## config.mk

```make
export PLATFORM = sky130hd
export DESIGN_NAME = vn_sqrt
export DESIGN_NICKNAME = d
export VERILOG_FILES = /design/src/sv/vn_pkg.sv /design/src/sv/vn_sqrt.sv
export SDC_FILE = /design/constraint.sdc
export NUM_CORES = 2
export LEC_CHECK = 0
export BUFFER_PORTS_ARGS = -buffer_cell sky130_fd_sc_hd__buf_4
export CORE_ASPECT_RATIO = 1.1
export CORE_UTILIZATION = 55
export DETAILED_ROUTE_END_ITERATION = 16
export PLACE_DENSITY = 0.86
export SLEW_MARGIN = 20
export SYNTH_ARGS = -nofsm -noshare
export SYNTH_HDL_FRONTEND = slang
export SYNTH_MEMORY_MAX_BITS = 65536
export SYNTH_SLANG_ARGS = --single-unit
```

## constraint.sdc

```tcl
create_clock -name i_clk -period 3.6 [get_ports i_clk]
set_clock_uncertainty 0.15 [all_clocks]
set_input_delay 0.54 -clock i_clk [delete_from_list [all_inputs] [get_ports i_clk]]
set_output_delay 0.54 -clock i_clk [all_outputs]
set_load 0.1 [all_outputs]
```

## src/sv/vn_pkg.sv

```systemverilog
// ----------------------------------------------------------------------------
// vn_pkg: shared types and constants for the vector normalizer
// ----------------------------------------------------------------------------
package vn_pkg;

    localparam int FracBits   = 16;
    localparam int CompWidth  = 32;
    localparam int UnitWidth  = FracBits + 2;
    localparam int LenWidth   = 33;
    localparam int SumWidth   = 65;
    localparam int NumLanes   = 4;

    localparam logic [1:0] MODE_2D = 2'd0;
    localparam logic [1:0] MODE_3D = 2'd1;

    // per-item side data traveling with the lanes
    typedef struct packed {
        logic [NumLanes-1:0] used;
    } t_lane_ctl;

endpackage

```

## src/sv/vn_sqrt.sv

```systemverilog
// ----------------------------------------------------------------------------
// vn_sqrt: pipelined integer square root, one result bit per stage
// ----------------------------------------------------------------------------
module vn_sqrt #(
    parameter int PassWidth = 1
) (
    input  logic                          i_clk,
    input  logic [vn_pkg::SumWidth-1:0]   i_rad,
    input  logic [PassWidth-1:0]          i_pass,
    output logic [vn_pkg::LenWidth-1:0]   o_root,
    output logic [PassWidth-1:0]          o_pass
);
    import vn_pkg::*;

    localparam int Steps = LenWidth;
    localparam int RadW  = 2 * Steps;
    localparam int RemW  = LenWidth + 2;

    logic [RadW-1:0]      r_rad  [Steps];
    logic [RemW-1:0]      r_rem  [Steps];
    logic [LenWidth-1:0]  r_root [Steps];
    logic [PassWidth-1:0] r_pass [Steps];

    // restoring root: bring down two radicand bits per stage
    for (genvar s = 0; s < Steps; s++) begin : g_step
        logic [RadW-1:0]      n_rad;
        logic [RemW-1:0]      n_rem;
        logic [LenWidth-1:0]  n_root;
        logic [PassWidth-1:0] n_pin;
        logic [RemW-1:0]      n_trial;
        logic [RemW-1:0]      n_cur;
        if (s == 0) begin : g_first
            // radicand padded to an even bit count
            assign n_rad  = {1'b0, i_rad};
            assign n_rem  = '0;
            assign n_root = '0;
            assign n_pin  = i_pass;
        end else begin : g_next
            assign n_rad  = r_rad[s-1];
            assign n_rem  = r_rem[s-1];
            assign n_root = r_root[s-1];
            assign n_pin  = r_pass[s-1];
        end
        always_comb begin
            n_cur   = {n_rem[RemW-3:0], n_rad[RadW-1 -: 2]};
            n_trial = {n_root[LenWidth-2:0], 2'b01};
        end
        always_ff @(posedge i_clk) begin
            r_rad[s]  <= {n_rad[RadW-3:0], 2'b00};
            r_pass[s] <= n_pin;
            if (n_cur >= n_trial) begin
                r_rem[s]  <= n_cur - n_trial;
                r_root[s] <= {n_root[LenWidth-2:0], 1'b1};
            end else begin
                r_rem[s]  <= n_cur;
                r_root[s] <= {n_root[LenWidth-2:0], 1'b0};
            end
        end
    end

    assign o_root = r_root[Steps-1];
    assign o_pass = r_pass[Steps-1];

endmodule

```

---- After elaboration in Yosys (flattened, before gate mapping) ----
Memories as Yosys holds them, arrays and structs flattened.
Index checks and enable logic that the tools add are counted.
cells by class
  $add $sub $neg .......................... 33
  $lt $le $gt $ge ......................... 33
  multiplexer cells ....................... 165
  bitwise gates (word level) .............. 66
operator list
  operator                                                            count
  35-bit two-way mux                                                  33
  35-bit by 34-bit greater-or-equal comparator with 1-bit output      32
  35-bit by 34-bit subtractor with 35-bit output                      32
  33-bit two-way mux                                                  33
  1-bit two-way mux                                                   99
  1-bit bitwise OR                                                    66
  1-bit by 1-bit subtractor with 2-bit output, second input constant  1
  1-bit greater-or-equal comparator, second input constant            1
word-level totals
  bits in registers ....................... 0
  bits in writable memories ............... 4389
  input port bits ......................... 67
  output and inout bits ................... 34
  logic and storage cells ................. 301
  memories ................................ 4
memory list
  memory  depth  bits a word  rd ports  clocked after memory_dff  wr ports  RTL line       source
  r_rad   33     64           32        0                         33        vn_sqrt.sv:19  logic [RadW-1:0] r_rad [Steps];
  r_rem   33     35           32        0                         33        vn_sqrt.sv:20  logic [RemW-1:0] r_rem [Steps];
  r_root  33     33           33        0                         33        vn_sqrt.sv:21  logic [LenWidth-1:0] r_root [Steps];
  r_pass  33     1            33        0                         33        vn_sqrt.sv:22  logic [PassWidth-1:0] r_pass [Steps];

---- Depth between registers and ports, before layout ----
An unclocked memory read counts as a cell.
  word-level depth ........................ 5
  depth in mapped cells ................... 14
  mapped depth without buffers ............ 13

---- Worst setup path before layout ----
No wires, ideal clock.
  path type ............................... register -> register
  start ................................... memory r_root[18][0]
  end ..................................... memory r_rem[19][20] (netlist bit)
  library setup time ...................... 87 ps
  arrival time ............................ 3169 ps
  required time ........................... 3363 ps
  path slack .............................. 194 ps
  cell stages (with the launch flop) ...... 14
  path through ............................ dfxtp_1 inv_1 ha_1 o21a_1 or4_1 and3b_1 o31ai_1 o21a_1 o41a_1 clkbuf_1 buf_1 clkbuf_1 nand2_1 o31ai_1
RTL lines
  what         RTL line
  from (decl)  vn_sqrt.sv:21
  to (decl)    vn_sqrt.sv:20

==> flow_summary.ini <==
[status]
outcome = finished clean

[routing]
initialDrtViolationCount = 4201
dr.pass1.iters = 8
vias = 68700
vias_per_cell = 5.51
drtAntennaViolNets = 0
wl_um = 223000
wl_per_cell_um = 17.9
drc_errors = 0

[power_and_ir_drop]
power_leakage_nw = 51.9
seqPwrFrac_pct = 48.1
pwr-share-comb_pct = 17.9
swShare_pct = 29.2
p_sw_mw = 23.0
p_clk_share_pct = 34.1
powerDensity_nw_per_um2 = 712
vdd_drop_max_mv = 0.664
internal_power_mw = 55.8

[clocking]
cts_tree = done
htreeDepth = 4
numCtsBuffers = 241
root_buffer = clkbuf_16
clk_pin_slew_worst_paths_ns = 0.08
clock-sinks = 2652
cts.path.max_buffers = 3
clk_latency_ns = 0.89

[logic_synthesis]
postSynthCellCount = 9624
async_flop_share_pct = 0
syn_nets = 10300
yosysWarnings = 0
ys_seq_area_share_pct = 54.6
avgSynthCellArea_sq_um = 10.1
syn-cell-area_sq_um = 97200
synthFlopType = dfxtp_1
synth_edf_count = 0
ys_seq_elements = 2652
ys_types = 90

[layout]
nFillCells = 13600
area_delta_synth_final_pct = 13.9
drive_gt1_share_pct = 8.54
fin_area_sq_um = 111000
most-common-layout-cells = dfxtp_1, inv_1, nand2_1, a21oi_1, ha_1
final_nets = 10600
layout_commonest_cell = dfxtp_1

[timing]
setup_viol = 0
slew_violations = 0
hold_viol_final = 0
relSlewSlack_pct = 41.9
clock.fmax_ghz = 0.283
timing.final.crit_share_pct = 98.1
worst-slew-pin-transition_ns = 0.869
fin_crit_ns = 3.53
setup_tns_ns = 0

[setup_path]
crit_arrival_ns = 4.13
cp.required_ns = 4.20
cp_max_fo = 40
startpoint_type = register
end_kind = register
crit_type = reg2reg
cp_slowest_stage_delay_ns = 0.46
crit_slowest_cell = a311o_1
worstPathCellList = inv_1, ha_1, and3_1, a221o_1, a31o_2, a311o_1, a311oi_1, buf_4, nor2_4, buf_12, mux2_2

[placement]
place.gp.congestion = 0.965
placed_area_sq_um = 101000
hpwl_um = 165000
portBuffers = 100

[floorplanning]
die_w_um = 403
num_rows = 161
initial_core_util_pct = 55.5
ios = 101
core_area_sq_um = 175000
die_y_um = 443
die-area_sq_um = 178000

[hold_path]
hold_class = in2reg

[grt]
grt_pass1_wl_um = 354000
grt_max_degree = 49
grt_overflow = 0
grt_pass1_vias = 68100
grt_antenna_before_repair = 4
grt.total_usage_pct = 24.5

[flow_run]
cap_violations = 0
worst max-delay path, delay by kind of cell, from the launching register on:
| kind | cells | cell delay, ns |
|---|---|---|
| flip-flops | 1 | 0.39 |
| multiplexers | 1 | 0.33 |
| adder cells (fa/ha/maj) | 1 | 0.35 |
| buffers and inverters | 3 | 0.44 |
| AO/OA/AOI/OAI | 4 | 1.46 |
| AND/OR/NAND/NOR | 2 | 0.28 |
synth_stat cells (all sizes together) (29+ instances only):
cell type  count  share of area, %
nor3         250               1.3
or4           72              0.57
nand2b       123              0.79
o21bai        53              0.41
o21a         102              0.79
and3          64              0.41
or3           97              0.63
o31ai         55              0.42
mux2          78              0.90
o211ai        36              0.28
nand2        637               2.5
nand3        156              0.81
xor2         398               3.6
ha           594               7.6
a21boi        29              0.22
a211oi        62              0.48
a21oi        617               3.2
or2           41              0.26
a21o         249               1.9
dfxtp       2652                55
clkbuf       197              0.76
nand4        102              0.66
nor4         104              0.69
nor2b         87              0.56
xnor2        420               3.8
a31oi         71              0.46
inv          774               3.0
o21ai        521               2.7
nor2         590               2.3
cells by family after synthesis:
family                   Yosys count  share of synthesized area (%)
flip-flops                      2652                           54.6
AND/OR/NAND/NOR                 2456                           12.5
AO/OA/AOI/OAI                   2025                           13.0
buffers and inverters            989                           3.83
XOR/XNOR                         818                           7.37
adder cells (fa/ha/maj)          594                           7.65
multiplexers                      89                           1.02
other                              1                        0.00386
flip-flops by register name (all words and copies together), names as in the netlist:
| register | flops |
|---|---|
| r_root | 561 |
| r_rem | 1002 |
| r_pass | 33 |
| r_rad | 1056 |
through the flow:
step / utilization (%) / hold WS, ns / setup slack (ns) / power (mW) / cells
after detailed placement: 57.8 / 0.162 / -0.0127 / 52.1 / 11900
after global routing: 63.2 / 0.108 / -0.193 / 82.5 / 12500
after global placement: 57.8 / 0.159 / 0.0352 / 51.7 / 11900
after floorplan: - / 0.160 / 0.194 / 47.5 / 9624
final: 63.2 / 0.146 / 0.0683 / 78.8 / 12500
after CTS: 63.1 / 0.0723 / 0.0347 / 79.1 / 12400
per-layer routing:
layer  global-route usage [%]  vias up  routed length (um)
met2                     43.5     2022              110000
met1                     28.5    32400               91000
met4                     12.6        4               11100
met5                        0        -                  22
li1                         -    33700                   -
met3                     3.49      608               10400
layout make-up:
| type | instances | area (sq um) | area share, % |
|---|---|---|---|
| well taps | 2282 | 2860 | 2.58 |
| inverters | 775 | 2910 | 2.63 |
| clock inverters | 127 | 1740 | 1.57 |
| diodes | 8 | 20.0 | 0.0181 |
| clock buffers | 318 | 6800 | 6.14 |
| multi-input cells | 5983 | 40600 | 36.7 |
| flip-flops and latches | 2652 | 53100 | 48.0 |
| repair buffers | 313 | 2640 | 2.39 |
path summary, 6_finish.rpt:
check / startpoint / end / slack, ns / depth (start not counted)
min: i_rad[16] / r_rad[0][16] / 0.15 / 2
max: r_root[25][2] / r_rem[26][22] / 0.07 / 11
max reg2reg: r_root[25][2] / r_rem[26][22] / 0.07 / 11
min reg2reg: r_rad[0][563] / r_rad[0][629] / 0.15 / 0
power groups by stage:
stage | Combinational, mW | Sequential (mW) | Clock, mW
detailed placement | 13.7 | 38.4 | 0
floorplan | 10.5 | 37.0 | 0
finish | 14.1 | 37.9 | 26.8
global route | 15.6 | 38.3 | 28.7
global placement | 13.4 | 38.3 | 0
CTS | 13.9 | 37.8 | 27.4
what timing repair did:
| item | 4_1_cts | 5_1_grt |
|---|---|---|
| setup endpoints to repair | 1 | 106 |
| endpoints found under the hold margin | 66 | 0 |
| setup buffers | 0 | 1 |
| resized for setup | 1 | 28 |
| hold buffers | 66 | 0 |
| gates cloned | 0 | 0 |
(Power assumes the default switching activity.)
